`src/design/assert_macros.svh`:
```
// ----------------------------------------------------------------------------
// assert_macros.svh
// Concurrent assertion helpers shared by the RTL; empty under synthesis.
// ----------------------------------------------------------------------------
`ifndef ASSERT_MACROS_SVH
`define ASSERT_MACROS_SVH

`ifndef SYNTHESIS
`define ASSERT_IMPL(lbl, clk, rst, ante, cons, msg) \
   lbl: assert property (@(posedge clk) disable iff (rst) (ante) |-> (cons)) \
      else $error(msg);
`define ASSERT_NEXT(lbl, clk, rst, ante, cons, msg) \
   lbl: assert property (@(posedge clk) disable iff (rst) (ante) |=> (cons)) \
      else $error(msg);
`else
`define ASSERT_IMPL(lbl, clk, rst, ante, cons, msg)
`define ASSERT_NEXT(lbl, clk, rst, ante, cons, msg)
`endif

`endif

```
`src/design/spp_pkg.sv`:
```
// ----------------------------------------------------------------------------
// spp_pkg
// Shared widths, constants, register codes and cell data types.
// ----------------------------------------------------------------------------
package spp_pkg;

   localparam int ROOT_W    = 16;
   localparam int RAD_W     = 32;
   localparam int REM_W     = 18;
   localparam int ANG_W     = 33;
   localparam int Q_W       = 28;
   localparam int R_W       = 54;
   localparam int N_W       = 58;
   localparam int D_W       = 37;
   localparam int QT_W      = 18;
   localparam int DIV_STEPS = 18;
   localparam int SQRT_STEPS = 16;

   localparam int CSR_IDX_W  = 4;
   localparam int CSR_DATA_W = 16;

   localparam logic [CSR_IDX_W-1:0] CSR_SCREEN_WIDTH  = 4'd0;
   localparam logic [CSR_IDX_W-1:0] CSR_SCREEN_HEIGHT = 4'd1;
   localparam logic [CSR_IDX_W-1:0] CSR_SIN_AZIMUTH   = 4'd2;
   localparam logic [CSR_IDX_W-1:0] CSR_COS_AZIMUTH   = 4'd3;
   localparam logic [CSR_IDX_W-1:0] CSR_SIN_ELEVATION = 4'd4;
   localparam logic [CSR_IDX_W-1:0] CSR_COS_ELEVATION = 4'd5;
   localparam logic [CSR_IDX_W-1:0] CSR_CAMERA_OFFSET = 4'd6;
   localparam logic [CSR_IDX_W-1:0] CSR_FOCAL_LENGTH  = 4'd7;

   localparam logic [ANG_W-1:0] TWO_PI_Q30      = 33'd6746518852;
   localparam logic [ANG_W-1:0] PI_Q30          = 33'd3373259426;
   localparam logic [ANG_W-1:0] HALF_PI_Q30     = 33'd1686629713;
   localparam logic [ANG_W-1:0] CORDIC_GAIN_Q30 = 33'd652032874;

   localparam int ATAN_N = 24;
   localparam logic [31:0] ATAN_TAB [ATAN_N] = '{
      32'h3243F6A8, 32'h1DAC6705, 32'h0FADBAFC, 32'h07F56EA6, 32'h03FEAB76,
      32'h01FFD55B, 32'h00FFFAAA, 32'h007FFF55, 32'h003FFFEA, 32'h001FFFFD,
      32'h000FFFFF, 32'h0007FFFF, 32'h0003FFFF, 32'h0001FFFF, 32'h0000FFFF,
      32'h00007FFF, 32'h00003FFF, 32'h00001FFF, 32'h00000FFF, 32'h000007FF,
      32'h000003FF, 32'h000001FF, 32'h000000FF, 32'h0000007F
   };

   typedef struct packed {
      logic [RAD_W-1:0]  rad;
      logic [REM_W-1:0]  rem;
      logic [ROOT_W-1:0] root;
   } sqrt_type;

   typedef struct packed {
      logic signed [ANG_W-1:0] cx;
      logic signed [ANG_W-1:0] cy;
      logic signed [ANG_W-1:0] ang;
      logic                    neg;
   } cordic_type;

   typedef struct packed {
      logic [N_W-1:0]  rem_x;
      logic [N_W-1:0]  rem_y;
      logic [D_W-1:0]  den;
      logic [QT_W-1:0] qt_x;
      logic [QT_W-1:0] qt_y;
      logic            neg_x;
      logic            neg_y;
      logic            behind;
      logic            xq_neg;
      logic            yq_neg;
   } div_type;

endpackage

```
`src/design/spp_sqrt_cell.sv`:
```
// ----------------------------------------------------------------------------
// spp_sqrt_cell
// One digit of the integer square root: one root bit per cell.
// ----------------------------------------------------------------------------
module spp_sqrt_cell (
   input  logic              clock,
   input  logic              advance,
   input  spp_pkg::sqrt_type in_d,
   output spp_pkg::sqrt_type out_q
);

   logic [spp_pkg::REM_W+1:0] rem_sh;
   logic [spp_pkg::REM_W+1:0] trial;
   logic [spp_pkg::REM_W+1:0] diff;
   spp_pkg::sqrt_type         out_in;
   spp_pkg::sqrt_type         out_ff;

   always_comb begin
      rem_sh     = {in_d.rem, in_d.rad[spp_pkg::RAD_W-1 -: 2]};
      trial      = (spp_pkg::REM_W+2)'({in_d.root, 2'b01});
      diff       = rem_sh - trial;
      out_in.rad = in_d.rad << 2;
      if (rem_sh >= trial) begin
         out_in.rem  = diff[spp_pkg::REM_W-1:0];
         out_in.root = {in_d.root[spp_pkg::ROOT_W-2:0], 1'b1};
      end else begin
         out_in.rem  = rem_sh[spp_pkg::REM_W-1:0];
         out_in.root = {in_d.root[spp_pkg::ROOT_W-2:0], 1'b0};
      end
   end

   always_ff @(posedge clock) begin
      if (advance) begin
         out_ff <= out_in;
      end
   end

   assign out_q = out_ff;

endmodule

```
`config.mk`:
```
export PLATFORM = sky130hd
export DESIGN_NAME = spp_sqrt_cell
export DESIGN_NICKNAME = d
export VERILOG_FILES = /design/src/design/assert_macros.svh /design/src/design/spp_pkg.sv /design/src/design/spp_sqrt_cell.sv
export SDC_FILE = /design/constraint.sdc
export NUM_CORES = 1
export LEC_CHECK = 0
export ABC_AREA = 1
export BUFFER_PORTS_ARGS = -buffer_cell sky130_fd_sc_hd__buf_2
export CAP_MARGIN = 20
export CORE_MARGIN = 4
export CORE_UTILIZATION = 49
export CTS_CLUSTER_DIAMETER = 50
export DETAILED_ROUTE_END_ITERATION = 7
export GPL_TIMING_DRIVEN = 0
export PLACE_DENSITY = 0.8
export SLEW_MARGIN = 20
export SYNTH_ARGS = -nofsm -noshare
export SYNTH_HDL_FRONTEND = slang
export SYNTH_SLANG_ARGS = --single-unit
```
`constraint.sdc`:
```
create_clock -name clock -period 1.8 [get_ports clock]
set_clock_uncertainty 0.15 [all_clocks]
set_input_delay 0 -clock clock [delete_from_list [all_inputs] [get_ports clock]]
set_output_delay 0 -clock clock [all_outputs]
set_load 0.03 [all_outputs]
```
==> results.rst <==
.. list-table::
   :header-rows: 1

   * - Metric
     - Value
   * - Outcome
     - completed
   * - Setup CP Type
     - input pin to flop
   * - Hold Crit Class
     - input pin to flop
   * - Number of pins with negative max-slew slack in the final report
     - 0
   * - Routability congestion estimate from global placement
     - slightly below 0.9
   * - Portion of the clock cycle consumed by the worst path in the final layout
     - 88.2%
   * - Count of pins on the block boundary
     - about 130
   * - Fin util
     - approximately 76%
   * - Worst path arrival time
     - 1.54 ns
   * - Leftover overflow at the end of global routing
     - 0
   * - Via count normalized by instance count
     - about 4.8
   * - Clock tree buffer depth
     - 2
   * - Hold-critical path endpoint
     - out_q[33]
   * - Fill cell instance count of the final layout
     - roughly 460
   * - Worst setup slack after placement
     - -0.210 ns
   * - Initial antenna violation count
     - 0
   * - Number of antenna-violating nets in the routed design
     - 0
   * - Post-layout min period
     - 1.59 ns
   * - RSZ-0062 raised after global routing
     - false
   * - CTS buffer count
     - 9
   * - Clock slew seen by the registers of the worst setup and hold paths
     - 0.07 ns
   * - Area of the die
     - 0.00819 mm²
   * - Cells after DPL
     - 549
   * - Endpoint required time on the critical path
     - 1.75 ns
   * - Worst-margin pin slew
     - 0.825 ns
   * - Power spent charging and discharging nets
     - 0.00136 W
   * - Violation count after the first detailed-route iteration
     - about 210
   * - Die span in x
     - 90.5 µm
   * - Number of global-route vias before repair
     - 3068
   * - Count of endpoints failing hold in the final timing report
     - 0
   * - Number of maximum-capacitance constraint violations
     - 0
   * - WL per Instance
     - 15.5 µm
   * - CTS tree
     - built
   * - Maximum number of pins on one net before global-route repair
     - between 60 and 70
   * - Port Buffers
     - 131
   * - Instance area at placement
     - 0.00409 mm²
   * - Comb pwr share
     - 27.2%
   * - Net Sw Frac
     - roughly 32%
   * - Total non-filler cell area in the finished layout
     - 0.00492 mm²
   * - Min-Delay Path Depth
     - 5
   * - Height of the chip
     - roughly 90 µm
   * - Post-route DRC violation count
     - 0
   * - Seq pwr share
     - 44.0%
   * - # clock sinks
     - 64
   * - Detailed-route via count
     - 3026
   * - Layout cells sized above 1
     - 29.9%
   * - Maximum level of the CTS H-tree
     - 3
   * - Internal power summed over all cells
     - 0.00287 W
   * - Min Hold Slack
     - ~0.11 ns
   * - Yosys warning total
     - 0
   * - Final net count
     - 633
   * - DP HPWL
     - approximately 6.3 mm
   * - Largest fanout of any net on the critical path
     - 10
   * - Area of the mapped netlist
     - 0.00333 mm²
   * - Antenna cells
     - 0
   * - Sequential standard cell area
     - 0.00192 mm²
   * - Number of setup violations in the final report
     - 0
   * - Mean Syn Cell Area
     - 9.81 µm²
   * - Core Region
     - ~0.0065 mm²
   * - Most common library cell in the layout ignoring fill and taps
     - sky130_fd_sc_hd__buf_2
   * - Final setup slack of the worst path
     - 0.212 ns
   * - Initial Util
     - 51.3%
   * - Lkg Pwr
     - 2.45 nW
   * - Sequential fraction of the synthesis area
     - 57.6%
   * - Flop and latch count out of synthesis
     - 64
   * - Post-synthesis cell count
     - 340
   * - Layout overhead on the synthesized area
     - 47.5%
   * - Max rail drop VDD
     - 0.000569 V
   * - PwrDens
     - 859 mW/mm²
   * - Area used by multi-input combinational logic
     - 0.00117 mm²
   * - First-pass GRT wire length
     - between 15 and 20 mm
   * - Critical path endpoint category
     - flop
   * - Hold path startpoint
     - in_d[31]
   * - Root buffer cell
     - sky130_fd_sc_hd__clkbuf_8
   * - Netlist cell types
     - 24
   * - Portion of total power attributed to the clock network
     - 28.8%
   * - Router iterations before antenna repair
     - 4
   * - Type of origin of the critical path
     - input pin
   * - FP Rows
     - 29
   * - Top library cells by usage in the layout, fill and taps aside
     - sky130_fd_sc_hd__buf_2 (130), sky130_fd_sc_hd__nand2_1 (123), sky130_fd_sc_hd__edfxtp_1 (64), sky130_fd_sc_hd__dlygate4sd3_1 (63), sky130_fd_sc_hd__inv_1 (51)
   * - Worst slew margin
     - 45.0%
   * - Sum of routed wire length over all layers
     - approximately 10 mm
   * - Non-filler cells in the finished layout
     - 629
   * - Largest register FFs
     - 64
   * - Fmax achieved
     - 0.630 GHz
   * - Overall fraction of global-route tracks in use
     - 24.2%
routing by layer:
layer	global-route usage, %	wire length (µm)	up-vias
met5	0	0	-
met2	40.8	4680	118
met1	29.1	4170	1380
met3	8.58	714	17
li1	-	-	1511
met4	7.40	184	0
synthesized netlist by cell type:
cell type / instances / share of area, %
sky130_fd_sc_hd__nor2_1: 16 / 1.8
sky130_fd_sc_hd__o21bai_1: 1 / 0.23
sky130_fd_sc_hd__a21oi_1: 13 / 2.0
sky130_fd_sc_hd__nor3_1: 2 / 0.30
sky130_fd_sc_hd__nor2_2: 2 / 0.38
sky130_fd_sc_hd__o21ai_0: 4 / 0.60
sky130_fd_sc_hd__a211oi_1: 1 / 0.23
sky130_fd_sc_hd__xor2_1: 8 / 2.1
sky130_fd_sc_hd__buf_4: 2 / 0.45
sky130_fd_sc_hd__buf_6: 3 / 1.0
sky130_fd_sc_hd__nand2_4: 1 / 0.34
sky130_fd_sc_hd__conb_1: 1 / 0.11
sky130_fd_sc_hd__xor2_2: 1 / 0.49
sky130_fd_sc_hd__nand3b_1: 7 / 1.6
sky130_fd_sc_hd__inv_4: 1 / 0.19
sky130_fd_sc_hd__xnor2_1: 1 / 0.26
sky130_fd_sc_hd__nand2_2: 2 / 0.38
sky130_fd_sc_hd__nand2_1: 123 / 14
sky130_fd_sc_hd__nand3_2: 6 / 1.8
sky130_fd_sc_hd__nand4_1: 1 / 0.19
sky130_fd_sc_hd__inv_1: 51 / 5.7
sky130_fd_sc_hd__nand3_1: 11 / 1.7
sky130_fd_sc_hd__edfxtp_1: 64 / 58
sky130_fd_sc_hd__ha_1: 18 / 6.8
layout make-up:
class / instances / share of cell area (%)
clock inverter: 6 / 1.22
buffer: 5 / 0.992
sequential: 64 / 39.1
tap: 77 / 1.96
timing repair buffer: 195 / 26.4
inverter: 52 / 4.02
clock buffer: 10 / 2.59
multi-input combinational: 220 / 23.8
power by group through the flow:
stage	clock network [W]	registers [W]	logic [W]
after floorplan	0	0.00220	0.000377
after global placement	0	0.00188	0.00101
after detailed placement	0	0.00188	0.00102
after CTS	0.00120	0.00185	0.00113
after global routing	0.00131	0.00187	0.00125
final	0.00121	0.00186	0.00115
critical path, cell delays in order:
cell,delay [ns]
sky130_fd_sc_hd__buf_2,0.10
sky130_fd_sc_hd__inv_1,0.04
sky130_fd_sc_hd__ha_1,0.34
sky130_fd_sc_hd__nand2_1,0.10
sky130_fd_sc_hd__nor2_1,0.20
sky130_fd_sc_hd__nand2_2,0.09
sky130_fd_sc_hd__nor2_2,0.07
sky130_fd_sc_hd__nand2_1,0.05
sky130_fd_sc_hd__nand2_1,0.05
sky130_fd_sc_hd__nor2_1,0.06
sky130_fd_sc_hd__nand2_4,0.10
sky130_fd_sc_hd__inv_4,0.06
sky130_fd_sc_hd__buf_6,0.15
sky130_fd_sc_hd__nand2_1,0.06
sky130_fd_sc_hd__nand2_1,0.05
per-stage QoR:
stage                     total power, W  TNS (ns)
after floorplan                  0.00257         0
final                            0.00422         0
after detailed placement         0.00291     -3.53
after global placement           0.00289     -3.59
after global routing             0.00443         0
after CTS                        0.00418         0
worst max-delay path by stage:
stage               startpoint         to  slack (ns)  depth (start not counted)
floorplan              in_d[1]  out_q[16]        0.15                         10
global placement       in_d[9]  out_q[16]       -0.23                         10
detailed placement     in_d[9]  out_q[16]       -0.21                         10
CTS                    in_d[4]  out_q[24]        0.16                         15
global route           in_d[8]  out_q[32]        0.02                         15
finish                 in_d[8]  out_q[31]        0.21                         15
cells by family (layout without fill, tap and decap cells):
kind of cell               after synthesis  in the layout  synth area share (%)
and+or+nand+nor                        171            171                  22.3
DFF                                     64             64                  57.6
buffers and inverters                   57            268                  7.39
AOI/OAI and AO/OA                       19             19                  3.00
adders and majority gates               18             18                  6.75
xor gates and xnor gates                10             10                  2.85
other                                    1              2                 0.112
repair_timing:
action,4_1_cts,5_1_grt
endpoints found under the hold margin,63,0
hold buffers,63,0
buffers inserted,0,1
endpoints found under the setup margin,0,8
gates resized for setup,0,0
Power figures use the tool's default switching activity.
