[config.mk]
export PLATFORM = sky130hd
export DESIGN_NAME = spp_div_cell
export DESIGN_NICKNAME = d
export VERILOG_FILES = /design/src/design/assert_macros.svh /design/src/design/spp_pkg.sv /design/src/design/spp_div_cell.sv
export SDC_FILE = /design/constraint.sdc
export NUM_CORES = 1
export LEC_CHECK = 0
export ABC_AREA = 0
export CAP_MARGIN = 10
export CORE_MARGIN = 5
export CORE_UTILIZATION = 40
export DETAILED_ROUTE_END_ITERATION = 10
export DONT_BUFFER_PORTS = 1
export GPL_ROUTABILITY_DRIVEN = 0
export PLACE_DENSITY_LB_ADDON = 0.15
export SYNTH_ARGS = -nofsm -noshare
export SYNTH_HDL_FRONTEND = slang
export SYNTH_SLANG_ARGS = --single-unit
[constraint.sdc]
create_clock -name clock -period 4.6 [get_ports clock]
set_input_delay 0.92 -clock clock [delete_from_list [all_inputs] [get_ports clock]]
set_output_delay 0.92 -clock clock [all_outputs]
set_load 0.02 [all_outputs]
[src/design/assert_macros.svh]
// ----------------------------------------------------------------------------
// assert_macros.svh
// Concurrent assertion helpers shared by the RTL; empty under synthesis.
// ----------------------------------------------------------------------------
`ifndef ASSERT_MACROS_SVH
`define ASSERT_MACROS_SVH

`ifndef SYNTHESIS
`define ASSERT_IMPL(lbl, clk, rst, ante, cons, msg) \
   lbl: assert property (@(posedge clk) disable iff (rst) (ante) |-> (cons)) \
      else $error(msg);
`define ASSERT_NEXT(lbl, clk, rst, ante, cons, msg) \
   lbl: assert property (@(posedge clk) disable iff (rst) (ante) |=> (cons)) \
      else $error(msg);
`else
`define ASSERT_IMPL(lbl, clk, rst, ante, cons, msg)
`define ASSERT_NEXT(lbl, clk, rst, ante, cons, msg)
`endif

`endif

[src/design/spp_pkg.sv]
// ----------------------------------------------------------------------------
// spp_pkg
// Shared widths, constants, register codes and cell data types.
// ----------------------------------------------------------------------------
package spp_pkg;

   localparam int ROOT_W    = 16;
   localparam int RAD_W     = 32;
   localparam int REM_W     = 18;
   localparam int ANG_W     = 33;
   localparam int Q_W       = 28;
   localparam int R_W       = 54;
   localparam int N_W       = 58;
   localparam int D_W       = 37;
   localparam int QT_W      = 18;
   localparam int DIV_STEPS = 18;
   localparam int SQRT_STEPS = 16;

   localparam int CSR_IDX_W  = 4;
   localparam int CSR_DATA_W = 16;

   localparam logic [CSR_IDX_W-1:0] CSR_SCREEN_WIDTH  = 4'd0;
   localparam logic [CSR_IDX_W-1:0] CSR_SCREEN_HEIGHT = 4'd1;
   localparam logic [CSR_IDX_W-1:0] CSR_SIN_AZIMUTH   = 4'd2;
   localparam logic [CSR_IDX_W-1:0] CSR_COS_AZIMUTH   = 4'd3;
   localparam logic [CSR_IDX_W-1:0] CSR_SIN_ELEVATION = 4'd4;
   localparam logic [CSR_IDX_W-1:0] CSR_COS_ELEVATION = 4'd5;
   localparam logic [CSR_IDX_W-1:0] CSR_CAMERA_OFFSET = 4'd6;
   localparam logic [CSR_IDX_W-1:0] CSR_FOCAL_LENGTH  = 4'd7;

   localparam logic [ANG_W-1:0] TWO_PI_Q30      = 33'd6746518852;
   localparam logic [ANG_W-1:0] PI_Q30          = 33'd3373259426;
   localparam logic [ANG_W-1:0] HALF_PI_Q30     = 33'd1686629713;
   localparam logic [ANG_W-1:0] CORDIC_GAIN_Q30 = 33'd652032874;

   localparam int ATAN_N = 24;
   localparam logic [31:0] ATAN_TAB [ATAN_N] = '{
      32'h3243F6A8, 32'h1DAC6705, 32'h0FADBAFC, 32'h07F56EA6, 32'h03FEAB76,
      32'h01FFD55B, 32'h00FFFAAA, 32'h007FFF55, 32'h003FFFEA, 32'h001FFFFD,
      32'h000FFFFF, 32'h0007FFFF, 32'h0003FFFF, 32'h0001FFFF, 32'h0000FFFF,
      32'h00007FFF, 32'h00003FFF, 32'h00001FFF, 32'h00000FFF, 32'h000007FF,
      32'h000003FF, 32'h000001FF, 32'h000000FF, 32'h0000007F
   };

   typedef struct packed {
      logic [RAD_W-1:0]  rad;
      logic [REM_W-1:0]  rem;
      logic [ROOT_W-1:0] root;
   } sqrt_type;

   typedef struct packed {
      logic signed [ANG_W-1:0] cx;
      logic signed [ANG_W-1:0] cy;
      logic signed [ANG_W-1:0] ang;
      logic                    neg;
   } cordic_type;

   typedef struct packed {
      logic [N_W-1:0]  rem_x;
      logic [N_W-1:0]  rem_y;
      logic [D_W-1:0]  den;
      logic [QT_W-1:0] qt_x;
      logic [QT_W-1:0] qt_y;
      logic            neg_x;
      logic            neg_y;
      logic            behind;
      logic            xq_neg;
      logic            yq_neg;
   } div_type;

endpackage

[src/design/spp_div_cell.sv]
// ----------------------------------------------------------------------------
// spp_div_cell
// One restoring division step for both screen axes against a shared divisor.
// ----------------------------------------------------------------------------
module spp_div_cell #(
   parameter int SHIFT = 0
) (
   input  logic             clock,
   input  logic             advance,
   input  spp_pkg::div_type in_d,
   output spp_pkg::div_type out_q
);

   logic [spp_pkg::N_W-1:0] dsh;
   logic                    take_x;
   logic                    take_y;
   spp_pkg::div_type        out_in;
   spp_pkg::div_type        out_ff;

   always_comb begin
      dsh    = spp_pkg::N_W'(in_d.den) << SHIFT;
      take_x = in_d.rem_x >= dsh;
      take_y = in_d.rem_y >= dsh;
      out_in = in_d;
      out_in.rem_x = take_x ? in_d.rem_x - dsh : in_d.rem_x;
      out_in.rem_y = take_y ? in_d.rem_y - dsh : in_d.rem_y;
      out_in.qt_x  = {in_d.qt_x[spp_pkg::QT_W-2:0], take_x};
      out_in.qt_y  = {in_d.qt_y[spp_pkg::QT_W-2:0], take_y};
   end

   always_ff @(posedge clock) begin
      if (advance) begin
         out_ff <= out_in;
      end
   end

   assign out_q = out_ff;

endmodule

==> summary.md, run 1 <==
| Metric | Value |
|---|---|
| Max H-tree Level | `4` |
| DRT Wirelength | `around 37000 um` |
| Syn-to-layout area delta | `8.42%` |
| CTS tree | `done` |
| Ys flop type | `edfxtp_1` |
| Peak VDD IR | `248 uV` |
| Total track usage | `20.4%` |
| Slowest cell on the critical path | `o311a_1` |
| Post-synthesis register bit count | `194` |
| IO Count | `390` |
| Unrepaired setup endpoints after global routing | `no` |
| Yosys cell types | `78` |
| CP Capture Type | `flop` |
| Fin area | `approximately 0.013 mm2` |
| Critical-path maximum fanout | `5` |
| Fin cells | `1589` |
| EDFF count, synth | `194` |
| Die Y | `185 um` |
| Cell taking the most area after synthesis | `edfxtp_1` |
| Cell Area, Placed | `0.0127 mm2` |
| Clock sinks | `194` |
| Clk Tree Root Cell | `clkbuf_16` |
| Chip width | `185 um` |
| Synth Area in Adders | `7.89%` |
| Max FFs per register | `just under 200` |
| Layout cells sized above 1 | `6.87%` |
| Main combinational cell family by area after synthesis | `compound AO/OA/AOI/OAI gates` |
| Cell with the most instances after synthesis | `edfxtp_1` |
| Drt wl/cell | `23.1 um` |
| Max Cap Viol | `0` |
| CTS Buf Count | `17` |
| Antenna Nets Post-Route | `0` |
| Status | `finished, final reports clean` |
| Drt drc | `0` |
| # setup viols final | `0` |
| Total power | `4.98 mW` |
| Total die area | `0.0342 mm2` |
| Required time of the critical path | `4.79 ns` |
| Type of origin of the critical path | `input port` |
| Sequential element share of the synthesized area | `47.6%` |
| Post-Place Cells | `1557` |
| Worst Path Class, Setup | `in2reg` |
| Mux contribution to synthesized area | `0.920%` |
| Hold Buf Count CTS | `0` |
| Post-Route Setup TNS | `0 ns` |
| Post-cts resize count | `0` |
| Final Hold Vio Count | `0` |
| Yosys warnings | `0` |
| Pre-CTS setup slack | `0.538 ns` |
| Synth Cell Area | `between 0.01 and 0.015 mm2` |
| Nets@finish | `1452` |
| Post-Synthesis Cells | `1196` |
| Synthesized area per cell | `about 10 um2` |
| Crit path arrival time | `3.73 ns` |
| WHS Endpoint | `out_q[42]` |
| Final Core Density | `43.6%` |
| Asr flop ratio synth | `0%` |
| Clk buf depth | `2` |
| Worst setup margin | `between 1 and 1.5 ns` |
| Simple-Gate Fraction of Synth Area | `about 15%` |
| Hold Path Depth | `0` |
| Synth top area share | `47.6%` |
| HP Class | `in2reg` |
| Post-synth top cells | `edfxtp_1, a21oi_1, nand2_1` |
| Antenna diode count | `0` |
| CP Cell Sequence | `inv_1 -> fa_1 -> a21oi_1 -> o211a_1 -> o311a_1 -> o21bai_2 -> a22oi_1 -> buf_4 -> a31oi_2 -> a31oi_1 -> o311ai_1 -> xnor2_1` |
| GR Overflow Total | `0` |
| Fmax | `282 MHz` |
| Postcts setup bufs | `0` |
| Reg clk slew, reported paths | `0.09 ns` |
| Via count | `9104` |
| Global-route wire length before repair | `53500 um` |
| Post-synthesis compound-gate area fraction | `17.0%` |
| FILL cells | `about 2900` |
| Min Hold Slack | `0.557 ns` |
| Tcrit/Tclk final | `77.1%` |
| Row count | `64` |
| Starting Density | `approximately two fifths` |
| Slew @ Worst Pin | `0.667 ns` |
| XOR/XNOR Fraction of Synth Area | `under 10%` |
| Hold Startpoint | `in_d[42]` |
| Rel. slew slack | `55.1%` |
| Slew Viols, Final | `0` |
| Number of global-route vias before repair | `~8900` |
| Final HPWL DP | `29300 um` |
| Initial antenna violation count | `0` |
| DR iter-0 viols | `approximately 490` |
| Largest net degree at the start of global routing | `195` |
| Drt pass-1 iters | `5` |
| Pleak | `4.92 nW` |
| Slowest Stage Delay on Critical Path | `0.37 ns` |
| Top cells by area in the synthesized netlist | `edfxtp_1, ha_1, a21oi_1` |
| PortBufs | `0` |
| Fin crit period | `3.55 ns` |
| Synthesized Nets | `~1500` |
| Core Box Area | `0.0304 mm2` |
| Pwr dens | `375 mW/mm2` |
| Via density | `5.73` |
==> worst max path at each step <==
stage                    from    endpoint  depth (start not counted)
global route         in_d[42]  out_q[185]                         12
detailed placement   in_d[44]  out_q[187]                         12
finish               in_d[42]  out_q[128]                         12
CTS                  in_d[44]  out_q[187]                         12
global placement     in_d[44]  out_q[187]                         12
floorplan           in_d[136]  out_q[137]                         13
==> area by class of cell <==
class | instances | area (um2) | area share (%)
Timing Repair Buffer | 14 | 130 | 0.980
Tap cell | 396 | 495 | 3.73
Multi-Input combinational cell | 892 | 5980 | 45.0
Inverter | 61 | 229 | 1.72
Clock buffer | 18 | 429 | 3.23
Sequential cell | 194 | 5830 | 43.9
Clock inverter | 14 | 189 | 1.42
==> cells in the final DEF, fill, tap and decap left out, types with 12 or more instances in the layout <==
cell type / count
clkbuf_16: 17
nand4_1: 24
nand2_1: 111
edfxtp_1: 194
a21oi_1: 118
nand3_1: 34
nor2b_1: 12
nor2_1: 74
o21bai_1: 15
xor2_1: 44
buf_4: 12
and3_1: 12
o21ai_0: 78
nor3_1: 21
ha_1: 74
a21o_1: 38
nor4_1: 12
a31oi_1: 15
inv_1: 60
xnor2_1: 66
==> per-layer routing <==
layer  routed length, um  up-vias  part of all wire [%]  global-route usage, %
met4                 683        0                   1.9                   5.61
li1                    -     4404                     -                      -
met1               15200     4333                    42                   25.8
met5                   0        -                     0                      0
met2               17900      328                    49                   34.1
met3                2850       39                   7.8                   6.36
==> power breakdown <==
group          total (mW)  internal (mW)  switching (mW)
clock network        1.59          0.836           0.755
logic               0.822          0.340           0.482
registers            2.57           2.22           0.352
==> worst max-delay path: cells and delay by family <==
family,cells,cell delay (ns)
AOI/OAI and AO/OA,8,2.04
adders and majority gates,1,0.27
xor gates and xnor gates,1,0.10
buffers and inverters,2,0.39
==> kinds of logic after synthesis <==
family / after synthesis
compound gates: 334
xor+xnor: 110
fa+ha+maj: 76
buf+inv: 110
flops: 194
mux: 10
simple gates: 362
Note: power is estimated with default switching activity, not from simulation.
==> run 2: changes to the inputs <==
- clock period: 4.6 -> 3.1 ns (I/O delays scaled with it)
==> run 2 against run 1 <==
Total power increased by 55%; via count grew 9.0%; highest routed layer unchanged; final cell count up 16%; flip-flop and latch count is the same; combinational power rose by 96%.
==> summary.md, run 2 (synthesis results as in run 1) <==
| Metric | Value |
|---|---|
| Final Core Density | `50.1% (+6.5 points)` |
| Syn-to-layout area delta | `24.6%` |
| Final HPWL DP | `31600 um (+7.7%)` |
| CTS Buf Count | `17 (unchanged)` |
| Required time of the critical path | `3.28 ns (-1.51 ns)` |
| DR iter-0 viols | `564 (+16%)` |
| HP Class | `in2reg` |
| Drt drc | `0 (unchanged)` |
| Clk buf depth | `2 (unchanged)` |
| Rel. slew slack | `60.1% (+5.0 points)` |
| Worst Path Class, Setup | `in2reg` |
| Peak VDD IR | `369 uV (+49%)` |
| Antenna Nets Post-Route | `0 (unchanged)` |
| Nets@finish | `1699 (+17%)` |
| CP Capture Type | `flop` |
| Fmax | `roughly 330 MHz` |
| Chip width | `185 um (unchanged)` |
| Total die area | `0.0342 mm2 (unchanged)` |
| Status | `finished, final reports clean` |
| Die Y | `185 um (unchanged)` |
| Hold Buf Count CTS | `0 (unchanged)` |
| Hold Path Depth | `0 (unchanged)` |
| Total track usage | `21.9% (+1.5 points)` |
| Core Box Area | `0.0304 mm2 (unchanged)` |
| Clock sinks | `194 (unchanged)` |
| Commonest non-fill, non-tap cell in the layout | `buf_4` |
| Layout cells sized above 1 | `24.5% (+18 points)` |
| Row count | `64 (unchanged)` |
| Pleak | `6.12 nW (+24%)` |
| Slew Viols, Final | `0 (unchanged)` |
| PortBufs | `0 (unchanged)` |
| Number of global-route vias before repair | `10100 (+13%)` |
| Tcrit/Tclk final | `97.8%` |
| GR Overflow Total | `0 (unchanged)` |
| Clk Tree Root Cell | `clkbuf_16` |
| Max FFs per register | `194 (unchanged)` |
| Pwr dens | `506 mW/mm2 (+35%)` |
| Critical-path maximum fanout | `5 (unchanged)` |
| Largest net degree at the start of global routing | `195 (unchanged)` |
| Starting Density | `40.2% (unchanged)` |
| Global-route wire length before repair | `57700 um (+7.8%)` |
| Drt pass-1 iters | `5 (unchanged)` |
| Drt wl/cell | `21.1 um (-8.8%)` |
| Fin crit period | `between 3 and 4 ns` |
| Cell Area, Placed | `0.0146 mm2 (+15%)` |
| Fin area | `0.0152 mm2 (+15%)` |
| Initial antenna violation count | `0 (unchanged)` |
| IO Count | `390 (unchanged)` |
| CTS tree | `done` |
| Max Cap Viol | `0 (unchanged)` |
| Most frequent cells in the layout | `buf_4, edfxtp_1, a21oi_1, nand2_1, o21ai_0` |
| Reg clk slew, reported paths | `0.09 ns (about the same)` |
| FILL cells | `2861 (-1.8%)` |
| Via density | `5.41 (-5.6%)` |
| # setup viols final | `0 (unchanged)` |
| Crit path arrival time | `3.21 ns (-0.52 ns)` |
| Antenna diode count | `0 (unchanged)` |
| Via count | `9926 (+9.0%)` |
| Type of origin of the critical path | `input port` |
| Unrepaired setup endpoints after global routing | `yes` |
| Final Hold Vio Count | `0 (unchanged)` |
| Max H-tree Level | `4 (unchanged)` |
| Slew @ Worst Pin | `0.593 ns (-0.0739 ns)` |
| DRT Wirelength | `38600 um (+5.4%)` |
-- run 2: cell count changes in the layout (fill, tap and decap cells not counted), sizes merged --
| cell | before | now |
|---|---|---|
| bufinv | 2 | 1 |
| clkinv | 2 | 5 |
| inv | 70 | 69 |
| clkbuf | 18 | 17 |
| buf | 14 | 261 |
-- run 2: final timing paths --
| check | startpoint | end |
|---|---|---|
| worst max-delay path | in_d[78] | out_q[112] |
| worst min-delay path | in_d[46] | out_q[46] |
-- run 2: metrics by stage --
step           power, mW  setup TNS [ns]  setup slack, ns  cells  hold slack (ns)
6_report            7.71               0           0.0691   1836            0.265
2_1_floorplan       4.74         -0.0157          -0.0131   1196            0.719
3_3_place_gp        5.46          -29.26           -0.420   1803            0.719
3_5_place_dp        5.47          -32.01           -0.460   1803            0.719
5_1_grt             8.09          -0.430          -0.0814   1836            0.231
4_1_cts             7.78               0          0.00807   1835            0.236
-- run 2: routing by layer --
layer	GRT usage [%]	wire [um]	vias to the layer above
met5	0	0	-
met4	7.63	1150	0
met3	6.99	3110	53
met2	37.1	18400	339
met1	26.4	16000	4623
li1	-	-	4911
-- run 2: final cells by class --
cell class              count  area, um2  area share (%)
clock buffers              17        425            2.79
clock inverters            15        171            1.12
inverters                  61        234            1.53
multi-input cells         892       6100            40.0
flip-flops and latches    194       5830            38.2
well taps                 396        495            3.25
repair buffers            261       2000            13.1
-- run 2: worst max-delay path: stages --
cell and delay [ns]:
inv_1 0.03, ha_1 0.15, inv_1 0.06, fa_2 0.35, a21oi_2 0.21, o211a_1 0.19, o311a_1 0.21, o21bai_2 0.11
a22oi_2 0.30, a31oi_2 0.23, a31oi_1 0.34, buf_4 0.17, xor2_1 0.14, a21oi_1 0.09
-- run 2: timing repair --
item	in CTS	in global routing
gates resized for setup	0	13
hold endpoints to repair	0	0
setup endpoints to repair	0	75
setup buffers	0	1
-- run 2: power breakdown --
part / switching (mW) / internal (mW)
Combinational: 0.801 / 0.809
Sequential: 0.520 / 3.29
Clock: 1.14 / 1.16
Total: 2.46 / 5.25
