===== config.mk =====
export PLATFORM = sky130hd
export DESIGN_NAME = spp_cordic_cell
export DESIGN_NICKNAME = d
export VERILOG_FILES = /design/src/design/assert_macros.svh /design/src/design/spp_pkg.sv /design/src/design/spp_cordic_cell.sv
export SDC_FILE = /design/constraint.sdc
export NUM_CORES = 1
export LEC_CHECK = 0
export BUFFER_PORTS_ARGS = -buffer_cell sky130_fd_sc_hd__buf_4
export CORE_UTILIZATION = 51
export CTS_CLUSTER_DIAMETER = 80
export DETAILED_ROUTE_END_ITERATION = 10
export GPL_TIMING_DRIVEN = 0
export PLACE_DENSITY = 0.78
export SLEW_MARGIN = 25
export SYNTH_ARGS = -nofsm -noshare
export SYNTH_HDL_FRONTEND = slang
export SYNTH_SLANG_ARGS = --single-unit

===== constraint.sdc =====
create_clock -name clock -period 3.9 [get_ports clock]
set_clock_uncertainty 0.1 [all_clocks]
set_input_delay 0.78 -clock clock [delete_from_list [all_inputs] [get_ports clock]]
set_output_delay 0.78 -clock clock [all_outputs]
set_load 0.005 [all_outputs]

===== src/design/assert_macros.svh =====
// ----------------------------------------------------------------------------
// assert_macros.svh
// Concurrent assertion helpers shared by the RTL; empty under synthesis.
// ----------------------------------------------------------------------------
`ifndef ASSERT_MACROS_SVH
`define ASSERT_MACROS_SVH

`ifndef SYNTHESIS
`define ASSERT_IMPL(lbl, clk, rst, ante, cons, msg) \
   lbl: assert property (@(posedge clk) disable iff (rst) (ante) |-> (cons)) \
      else $error(msg);
`define ASSERT_NEXT(lbl, clk, rst, ante, cons, msg) \
   lbl: assert property (@(posedge clk) disable iff (rst) (ante) |=> (cons)) \
      else $error(msg);
`else
`define ASSERT_IMPL(lbl, clk, rst, ante, cons, msg)
`define ASSERT_NEXT(lbl, clk, rst, ante, cons, msg)
`endif

`endif


===== src/design/spp_pkg.sv =====
// ----------------------------------------------------------------------------
// spp_pkg
// Shared widths, constants, register codes and cell data types.
// ----------------------------------------------------------------------------
package spp_pkg;

   localparam int ROOT_W    = 16;
   localparam int RAD_W     = 32;
   localparam int REM_W     = 18;
   localparam int ANG_W     = 33;
   localparam int Q_W       = 28;
   localparam int R_W       = 54;
   localparam int N_W       = 58;
   localparam int D_W       = 37;
   localparam int QT_W      = 18;
   localparam int DIV_STEPS = 18;
   localparam int SQRT_STEPS = 16;

   localparam int CSR_IDX_W  = 4;
   localparam int CSR_DATA_W = 16;

   localparam logic [CSR_IDX_W-1:0] CSR_SCREEN_WIDTH  = 4'd0;
   localparam logic [CSR_IDX_W-1:0] CSR_SCREEN_HEIGHT = 4'd1;
   localparam logic [CSR_IDX_W-1:0] CSR_SIN_AZIMUTH   = 4'd2;
   localparam logic [CSR_IDX_W-1:0] CSR_COS_AZIMUTH   = 4'd3;
   localparam logic [CSR_IDX_W-1:0] CSR_SIN_ELEVATION = 4'd4;
   localparam logic [CSR_IDX_W-1:0] CSR_COS_ELEVATION = 4'd5;
   localparam logic [CSR_IDX_W-1:0] CSR_CAMERA_OFFSET = 4'd6;
   localparam logic [CSR_IDX_W-1:0] CSR_FOCAL_LENGTH  = 4'd7;

   localparam logic [ANG_W-1:0] TWO_PI_Q30      = 33'd6746518852;
   localparam logic [ANG_W-1:0] PI_Q30          = 33'd3373259426;
   localparam logic [ANG_W-1:0] HALF_PI_Q30     = 33'd1686629713;
   localparam logic [ANG_W-1:0] CORDIC_GAIN_Q30 = 33'd652032874;

   localparam int ATAN_N = 24;
   localparam logic [31:0] ATAN_TAB [ATAN_N] = '{
      32'h3243F6A8, 32'h1DAC6705, 32'h0FADBAFC, 32'h07F56EA6, 32'h03FEAB76,
      32'h01FFD55B, 32'h00FFFAAA, 32'h007FFF55, 32'h003FFFEA, 32'h001FFFFD,
      32'h000FFFFF, 32'h0007FFFF, 32'h0003FFFF, 32'h0001FFFF, 32'h0000FFFF,
      32'h00007FFF, 32'h00003FFF, 32'h00001FFF, 32'h00000FFF, 32'h000007FF,
      32'h000003FF, 32'h000001FF, 32'h000000FF, 32'h0000007F
   };

   typedef struct packed {
      logic [RAD_W-1:0]  rad;
      logic [REM_W-1:0]  rem;
      logic [ROOT_W-1:0] root;
   } sqrt_type;

   typedef struct packed {
      logic signed [ANG_W-1:0] cx;
      logic signed [ANG_W-1:0] cy;
      logic signed [ANG_W-1:0] ang;
      logic                    neg;
   } cordic_type;

   typedef struct packed {
      logic [N_W-1:0]  rem_x;
      logic [N_W-1:0]  rem_y;
      logic [D_W-1:0]  den;
      logic [QT_W-1:0] qt_x;
      logic [QT_W-1:0] qt_y;
      logic            neg_x;
      logic            neg_y;
      logic            behind;
      logic            xq_neg;
      logic            yq_neg;
   } div_type;

endpackage


===== src/design/spp_cordic_cell.sv =====
// ----------------------------------------------------------------------------
// spp_cordic_cell
// One rotation-mode CORDIC micro-rotation with a fixed shift.
// ----------------------------------------------------------------------------
module spp_cordic_cell #(
   parameter int SHIFT = 0
) (
   input  logic                clock,
   input  logic                advance,
   input  spp_pkg::cordic_type in_d,
   output spp_pkg::cordic_type out_q
);

   logic signed [spp_pkg::ANG_W-1:0] cx;
   logic signed [spp_pkg::ANG_W-1:0] cy;
   logic signed [spp_pkg::ANG_W-1:0] shx;
   logic signed [spp_pkg::ANG_W-1:0] shy;
   logic signed [spp_pkg::ANG_W-1:0] atan;
   spp_pkg::cordic_type              out_in;
   spp_pkg::cordic_type              out_ff;

   always_comb begin
      cx   = in_d.cx;
      cy   = in_d.cy;
      shx  = cx >>> SHIFT;
      shy  = cy >>> SHIFT;
      atan = signed'(spp_pkg::ANG_W'(spp_pkg::ATAN_TAB[SHIFT]));
      out_in.neg = in_d.neg;
      // rotate toward zero residual angle
      if (!in_d.ang[spp_pkg::ANG_W-1]) begin
         out_in.cx  = cx - shy;
         out_in.cy  = cy + shx;
         out_in.ang = in_d.ang - atan;
      end else begin
         out_in.cx  = cx + shy;
         out_in.cy  = cy - shx;
         out_in.ang = in_d.ang + atan;
      end
   end

   always_ff @(posedge clock) begin
      if (advance) begin
         out_ff <= out_in;
      end
   end

   assign out_q = out_ff;

endmodule


==> results of run 1 <==
==> cell usage after synthesis (12+ instances only) <==
master / instances / area share (%)
xnor2_1: 71 / 6.4
a31oi_1: 13 / 0.84
ha_1: 124 / 16
o21a_1: 12 / 0.93
nor3_1: 28 / 1.4
a21o_1: 40 / 3.1
clkbuf_1: 29 / 1.1
inv_1: 105 / 4.0
nor2_1: 82 / 3.2
nor2b_1: 12 / 0.77
edfxtp_1: 99 / 31
nand3_1: 27 / 1.4
buf_1: 12 / 0.46
nand2_1: 60 / 2.3
xor2_1: 16 / 1.4
o21ai_0: 85 / 4.4
a21oi_1: 135 / 6.9
o21bai_1: 13 / 1.0
==> logic make-up after synthesis <==
group           Yosys count  synth area share (%)
compound gates          386                  24.7
simple gates            264                  12.9
flops                    99                  30.5
mux                       9                 0.938
xor+xnor                 87                  7.82
fa+ha+maj               128                  16.8
buf+inv                 160                  6.38
==> area by class of cell <==
cell class	count	area (µm²)	area share [%]
multi-input cells	874	6190	52.0
flip-flops and latches	99	2970	25.0
repair buffers	201	1520	12.8
inverters	109	417	3.50
well taps	234	293	2.46
clock buffers	9	225	1.89
plain buffers	50	220	1.85
clock inverters	6	66.3	0.557
==> repair_timing <==
item,in CTS,in global routing
resized for setup,5,9
setup endpoints to repair,17,13
pin swaps,0,4
==> through the flow <==
stage	area [µm²]	total power (µW)	std cells	utilization, %	TNS [ps]
global placement	11500	3060	1568	61.7	-18660
detailed placement	11500	3080	1568	61.7	-17530
floorplan	9740	2390	1133	-	0
CTS	11900	3980	1582	63.4	0
finish	11900	4010	1582	63.6	0
global route	11900	4200	1582	63.6	0
==> worst min-delay path by stage <==
stage | from | end | slack [ps] | depth (start not counted)
2_1_floorplan | in_d[0] | out_q[0]$_DFFE_PP_ | 780 | 0
3_3_place_gp | in_d[3] | out_q[3]$_DFFE_PP_ | 860 | 1
3_5_place_dp | in_d[3] | out_q[3]$_DFFE_PP_ | 860 | 1
4_1_cts | in_d[3] | out_q[3]$_DFFE_PP_ | 500 | 1
5_1_grt | in_d[3] | out_q[3]$_DFFE_PP_ | 490 | 1
6_report | in_d[3] | out_q[3]$_DFFE_PP_ | 500 | 1
==> power by group through the flow <==
stage	Combinational [µW]	Clock (µW)	Sequential, µW
detailed placement	1590	0	1490
finish	1640	903	1470
global route	1770	947	1480
global placement	1580	0	1490
CTS	1600	908	1470
floorplan	887	0	1500
==> metal layers <==
layer / vias up / wire [µm]
met5: - / 0
met4: 0 / 724
met3: 59 / 2860
met2: 531 / 13600
met1: 4367 / 13300
li1: 4494 / -
==> impl_metrics.json, run 1 <==
{
  "synth.distinct_cells": 69,
  "vias_per_cell": 5.97,
  "routabilityCongestion": 1.01,
  "cpMostUsedCell": "o21ai_0",
  "peakVddDrop_mv": 0.168,
  "coreArea_um2": 18700,
  "p_clk_share_pct": 22.5,
  "ys.warnings.count": 0,
  "worst_setup_path_end_kind": "flop",
  "holdWs_ps": 501,
  "routedWlPerCell_um": 19.3,
  "grt_overflow_total": 0,
  "dr_total_vias": 9451,
  "largest_reg_flops": 99,
  "ios": 202,
  "critical_path_class": "primary input to flop",
  "mostFrequentLayoutCells": "buf_4, a21oi_1, ha_1, inv_1, edfxtp_1",
  "route.detailed.drc": 0,
  "grtUsageMet2_pct": 49.6,
  "antennaDiodeCount": 0,
  "worst_pin_slew_ps": 950,
  "fill_cells": 1617,
  "worstPathRequired_ps": 3900,
  "area_delta_synth_final_pct": 22.2,
  "grt_pass1_wl_um": 47100,
  "cts_tree": "built",
  "clk_path_buf_depth": 2,
  "p_leak_uw": 0.00533,
  "crit_fanout": 3,
  "p_sw_share_pct": 34.7,
  "power_frac_comb_pct": 40.9,
  "clkTransAtPathRegs_ps": 80,
  "dp_slack_ps": -1290,
  "die_w_um": 140,
  "synthCells": 1133,
  "async_flop_share_pct": 0,
  "maxCapViolCount": 0,
  "rsz0062_at_grt": "false",
  "ys_ff_latch": 99,
  "slowest_delay_ps": 450,
  "syn_area_um2": 9740,
  "grt_max_degree": 100,
  "maxSlewViolCount": 0,
  "place_hpwl_um": 24100,
  "syn-num-nets": 1363,
  "top_usage_layer": "met2",
  "crit_family": "compound AO/OA/AOI/OAI gates",
  "min_path_type": "primary input to flop",
  "period_needed_ps": 3760,
  "seq_area_frac_synth_pct": 30.5,
  "num_rows": 50,
  "dieArea_um2": 19700,
  "cp_cell_sequence": "buf_4 > ha_1 > fa_1 > nand2b_4 > a221oi_2 > o311ai_2 > a21boi_0 > o21ai_0 > nand3_1 > a21oi_1 > o21ai_0 > xnor2_1",
  "grt_usage_pct": 30.7,
  "relSlewSlack_pct": 36.7,
  "p_seq_share_pct": 36.6,
  "finalCritPeriodShare_pct": 96.5,
  "holdBufCountCts": 0,
  "start_util_pct": 52.1,
  "yosys_most_used_dff": "edfxtp_1",
  "cp_slowest_cell": "fa_1",
  "portBuffers": 201,
  "numClockSinks": 99,
  "drtIter0Drc": 892,
  "wl_um": 30500,
  "hold_viol": 0,
  "root_buffer": "clkbuf_16",
  "arrival_ps": 3760,
  "cts_buffers": 9,
  "ctsHtreeMaxLevel": 3,
  "drive_gt1_share_pct": 18.9,
  "p_per_area_nw_per_um2": 337,
  "final_common_cell": "buf_4",
  "grt_use_met1_pct": 42.5,
  "outcome": "finished, final reports clean",
  "crit_cells": 12,
  "antenna_found_initial": 0,
  "power.internal_uw": 2620,
  "syn_area_per_cell_um2": 8.60,
  "setup-violations-final": 0,
  "cts_setup_buffers": 0,
  "p_sw_uw": 1390,
  "path_buf_inv": 1,
  "gr-usage-met3_pct": 4.89,
  "crit_end": "out_q[99]$_DFFE_PP_",
  "post-route-worst-setup-slack_ps": 138,
  "nets": 1574,
  "startpoint": "in_d[34]",
  "grt_pass1_vias": 8853,
  "die_h_um": 140,
  "worst_setup_path_start_kind": "primary input",
  "ant_nets": 0,
  "fmax_mhz": 266,
  "first_pass_iters": 5,
  "synth_edf_count": 99
}
Note: power is estimated with default switching activity, not from simulation.
==> inputs of run 2 (changes only) <==
Settings changed: CORE_ASPECT_RATIO from default to 1.1, CORE_MARGIN from default to 2.
==> run 2 against run 1 <==
Clock power is essentially flat. Utilization shrank 0.65 points. Largest cell class unchanged. Final cell count grew 0.88%. Design area is essentially flat.
==> impl_metrics.json, run 2 (synthesis results as in run 1) <==
{
  "hold_viol": 0,
  "grt_pass1_vias": 8883,
  "antennaDiodeCount": 0,
  "p_leak_uw": 0.00533,
  "fill_cells": 1664,
  "routedWlPerCell_um": 19.3,
  "numClockSinks": 99,
  "worst_setup_path_start_kind": "primary input",
  "cp_cell_sequence": "buf_4 > ha_1 > fa_1 > nand2b_4 > a221oi_2 > o311ai_1 > a21boi_0 > o21ai_1 > nand3_1 > a21oi_1 > o21ai_0 > xnor2_1",
  "clk_path_buf_depth": 2,
  "rsz0062_at_grt": "false",
  "die_w_um": 136,
  "worstPathRequired_ps": 3900,
  "largest_reg_flops": 99,
  "place_hpwl_um": 24400,
  "num_rows": 53,
  "worst_pin_slew_ps": 865,
  "grt_max_degree": 100,
  "period_needed_ps": 3800,
  "maxCapViolCount": 0,
  "drive_gt1_share_pct": 18.6,
  "peakVddDrop_mv": 0.326,
  "power_frac_comb_pct": 40.9,
  "antenna_found_initial": 0,
  "final_common_cell": "buf_4",
  "dieArea_um2": 20200,
  "dp_slack_ps": -1280,
  "critical_path_class": "primary input to flop",
  "portBuffers": 201,
  "arrival_ps": 3800,
  "dp_cells": 1581,
  "wl_um": 30800,
  "dr_total_vias": 9524,
  "crit_fanout": 3,
  "outcome": "finished, final reports clean",
  "p_clk_share_pct": 22.6,
  "min_path_type": "primary input to flop",
  "min-delay-start": "in_d[2]",
  "finalCritPeriodShare_pct": 97.4,
  "first_pass_iters": 5,
  "setup-violations-final": 0,
  "startpoint": "in_d[34]",
  "ctsHtreeMaxLevel": 3,
  "area_delta_synth_final_pct": 22.3,
  "post-route-worst-setup-slack_ps": 99.6,
  "crit_family": "compound AO/OA/AOI/OAI gates",
  "root_buffer": "clkbuf_16",
  "clkTransAtPathRegs_ps": 70,
  "fmax_mhz": 263,
  "coreArea_um2": 18900,
  "grt_usage_pct": 29.7,
  "cts_tree": "built",
  "power.internal_uw": 2630,
  "final_cells": 1596,
  "mostFrequentLayoutCells": "buf_4, a21oi_1, ha_1, inv_1, edfxtp_1",
  "p_sw_uw": 1390,
  "grt_overflow_total": 0,
  "ios": 202,
  "nets": 1574,
  "vias_per_cell": 5.97,
  "routabilityCongestion": 0.987,
  "cts_buffers": 9,
  "worst_setup_path_end_kind": "flop",
  "drtIter0Drc": 705,
  "p_sw_share_pct": 34.5,
  "p_per_area_nw_per_um2": 337,
  "slowest_delay_ps": 470,
  "ant_nets": 0,
  "maxSlewViolCount": 0,
  "cp_slowest_cell": "o311ai_1",
  "relSlewSlack_pct": 42.3,
  "die_h_um": 149,
  "path_buf_inv": 1,
  "grt_pass1_wl_um": 46600,
  "p_seq_share_pct": 36.5,
  "route.detailed.drc": 0,
  "start_util_pct": 51.5
}
==> run 2: repair_timing <==
action | in CTS | in global routing
endpoints found under the setup margin | 16 | 10
resized for setup | 5 | 7
hold endpoints to repair | 0 | 0
hold buffers | 0 | 0
buffers inserted | 0 | 0
pin swaps | 0 | 3
==> run 2: power by group through the flow <==
stage	combinational, µW	clock (µW)	sequential, µW
final	1640	906	1470
after global routing	1780	965	1480
after CTS	1610	918	1470
after detailed placement	1600	0	1490
after global placement	1580	0	1490
after floorplan	887	0	1500
==> run 2: metal layers <==
layer,routed length (µm),GRT usage (%)
met3,2720,5.27
met5,0,0
met1,12500,38.6
met4,1180,12.0
met2,14400,49.1
==> run 2: final timing paths <==
check	slack (ps)	cells after the start	to
setup / recovery	100	12	out_q[66]$_DFFE_PP_
hold / removal	500	1	out_q[2]$_DFFE_PP_
==> run 2: cell type report <==
class                   instances  area [µm²]  share of cell area (%)
flip-flops and latches         99        2970                    25.0
inverters                     109         414                    3.48
repair buffers                201        1520                    12.8
well taps                     247         309                    2.60
clock buffers                  11         233                    1.95
multi-input cells             874        6170                    51.8
clock inverters                 5        61.3                   0.515
plain buffers                  50         225                    1.89
==> run 2: per-stage QoR <==
stage                     setup TNS, ps  power [µW]  hold WS, ps  cell area (µm²)  utilization, %
after global placement           -15810        3070          858            11600            61.2
after floorplan                       0        2390          779             9740               -
final                                 0        4010          499            11900            63.0
after global routing                  0        4230          483            11900            63.0
after CTS                             0        4000          490            11900            62.9
after detailed placement         -16790        3090          859            11600            61.2
==> inputs of run 3 (changes only) <==
Settings changed: CORE_ASPECT_RATIO 1.1 to 0.7, TNS_END_PERCENT from default to 1.
==> run 3 against run 2 <==
Wire length up 4.5%. Sequential power about the same. Utilization up 0.62 points. Clock power up 13%. Final cell count down 0.25%. Critical path type unchanged. Critical endpoint is now out_q[32]$_DFFE_PP_.
==> impl_metrics.json, run 3 (synthesis results as in run 1) <==
{
  "outcome": "finished, final reports clean",
  "clkTransAtPathRegs_ps": 70,
  "antenna_found_initial": 0,
  "finalCritPeriodShare_pct": 97.7,
  "coreArea_um2": 18800,
  "holdBufCountCts": 0,
  "worst_pin_slew_ps": 924,
  "min-delay-start": "in_d[1]",
  "cts_buffers": 9,
  "die_w_um": 169,
  "maxSlewViolCount": 0,
  "fill_cells": 1650,
  "hold_viol": 0,
  "critical_path_class": "primary input to flop",
  "path_buf_inv": 4,
  "nets": 1575,
  "area_delta_synth_final_pct": 22.9,
  "dr_total_vias": 9802,
  "mostFrequentLayoutCells": "buf_4, a21oi_1, ha_1, inv_1, edfxtp_1",
  "crit_family": "compound AO/OA/AOI/OAI gates",
  "p_total_uw": 4170,
  "vias_per_cell": 6.16,
  "final_common_cell": "buf_4",
  "fmax_mhz": 262,
  "setup-violations-final": 0,
  "drtIter0Drc": 1505,
  "whs_path_depth": 1,
  "place_hpwl_um": 25600,
  "slowest_delay_ps": 450,
  "routedWlPerCell_um": 20.2,
  "drive_gt1_share_pct": 19.1,
  "first_pass_iters": 6,
  "route.detailed.drc": 0,
  "worst_setup_path_end_kind": "flop",
  "root_buffer": "clkbuf_16",
  "clk_path_buf_depth": 2,
  "grt_pass1_wl_um": 48600,
  "crit_fanout": 24,
  "cts_tree": "built",
  "ant_nets": 0,
  "largest_reg_flops": 99,
  "routabilityCongestion": 1.02,
  "maxCapViolCount": 0,
  "p_per_area_nw_per_um2": 348,
  "cp_cell_sequence": "buf_8 > clkinv_4 > clkbuf_8 > fa_1 > a21oi_2 > o221ai_2 > a31oi_1 > a21oi_1 > o41ai_2 > buf_4 > o21ai_2 > or3_1 > a31oi_1 > xnor2_1",
  "relSlewSlack_pct": 38.4,
  "antennaDiodeCount": 0,
  "fin_setup_tns_ps": 0,
  "peakVddDrop_mv": 0.237,
  "ctsHtreeMaxLevel": 3,
  "worst_setup_path_start_kind": "primary input",
  "period_needed_ps": 3810,
  "worstPathRequired_ps": 3920,
  "grt_overflow_total": 0,
  "wl_um": 32200,
  "grt_usage_pct": 31.0,
  "min_path_type": "primary input to flop",
  "rsz0062_at_grt": "true",
  "num_rows": 42,
  "grt_max_degree": 100,
  "min_to": "out_q[1]$_DFFE_PP_",
  "arrival_ps": 3830,
  "die_h_um": 120,
  "start_util_pct": 51.8,
  "cpMostUsedCell": "a31oi_1",
  "cp_slowest_cell": "fa_1",
  "dieArea_um2": 20200,
  "p_leak_uw": 0.00535,
  "fin_util_pct": 63.6,
  "ios": 202,
  "numClockSinks": 99,
  "portBuffers": 201,
  "grt_pass1_vias": 8824
}
-- run 3: timing repair --
item                                    CTS  global route
gates resized for setup                   4            10
buffers inserted                          0             1
pin swaps                                 0             2
cloned                                    0             0
endpoints found under the setup margin   18            17
-- run 3: routing by layer --
metal | part of all wire, % | GRT usage (%)
met1 | 44 | 46.5
met2 | 41 | 44.0
met3 | 14 | 8.48
met4 | 1.7 | 7.21
met5 | 0.016 | 0
-- run 3: stage by stage --
| step | area [µm²] | hold WS (ps) | cells | setup WS, ps |
|---|---|---|---|---|
| after global placement | 11600 | 859 | 1576 | -1240 |
| after floorplan | 9740 | 779 | 1133 | 1.83 |
| final | 12000 | 489 | 1592 | 89.3 |
| after CTS | 11900 | 485 | 1591 | 57.2 |
| after detailed placement | 11600 | 862 | 1576 | -1320 |
| after global routing | 12000 | 483 | 1592 | -58.6 |
-- run 3: worst max path at each step --
stage / cells past startpoint / slack, ps / startpoint / end
after floorplan: 13 / 2 / in_d[33] / out_q[32]$_DFFE_PP_
after global placement: 14 / -1240 / in_d[33] / out_q[32]$_DFFE_PP_
after detailed placement: 14 / -1320 / in_d[33] / out_q[32]$_DFFE_PP_
after CTS: 13 / 60 / in_d[33] / out_q[32]$_DFFE_PP_
after global routing: 14 / -60 / in_d[33] / out_q[32]$_DFFE_PP_
final: 14 / 90 / in_d[33] / out_q[32]$_DFFE_PP_
-- run 3: power by group --
part,total [µW],switching [µW],internal [µW],leakage (µW)
logic,1680,961,716,0.00422
registers,1470,61.1,1410,0.000969
clock network,1020,439,578,0.000162
-- run 3: layout make-up --
type | instances | area, µm² | share of cell area (%)
Multi-Input combinational cell | 874 | 6200 | 51.8
Sequential cell | 99 | 2970 | 24.8
Timing Repair Buffer | 202 | 1530 | 12.8
Inverter | 109 | 414 | 3.46
Tap cell | 242 | 303 | 2.53
Clock buffer | 10 | 229 | 1.91
Buffer | 50 | 219 | 1.83
Clock inverter | 6 | 105 | 0.878
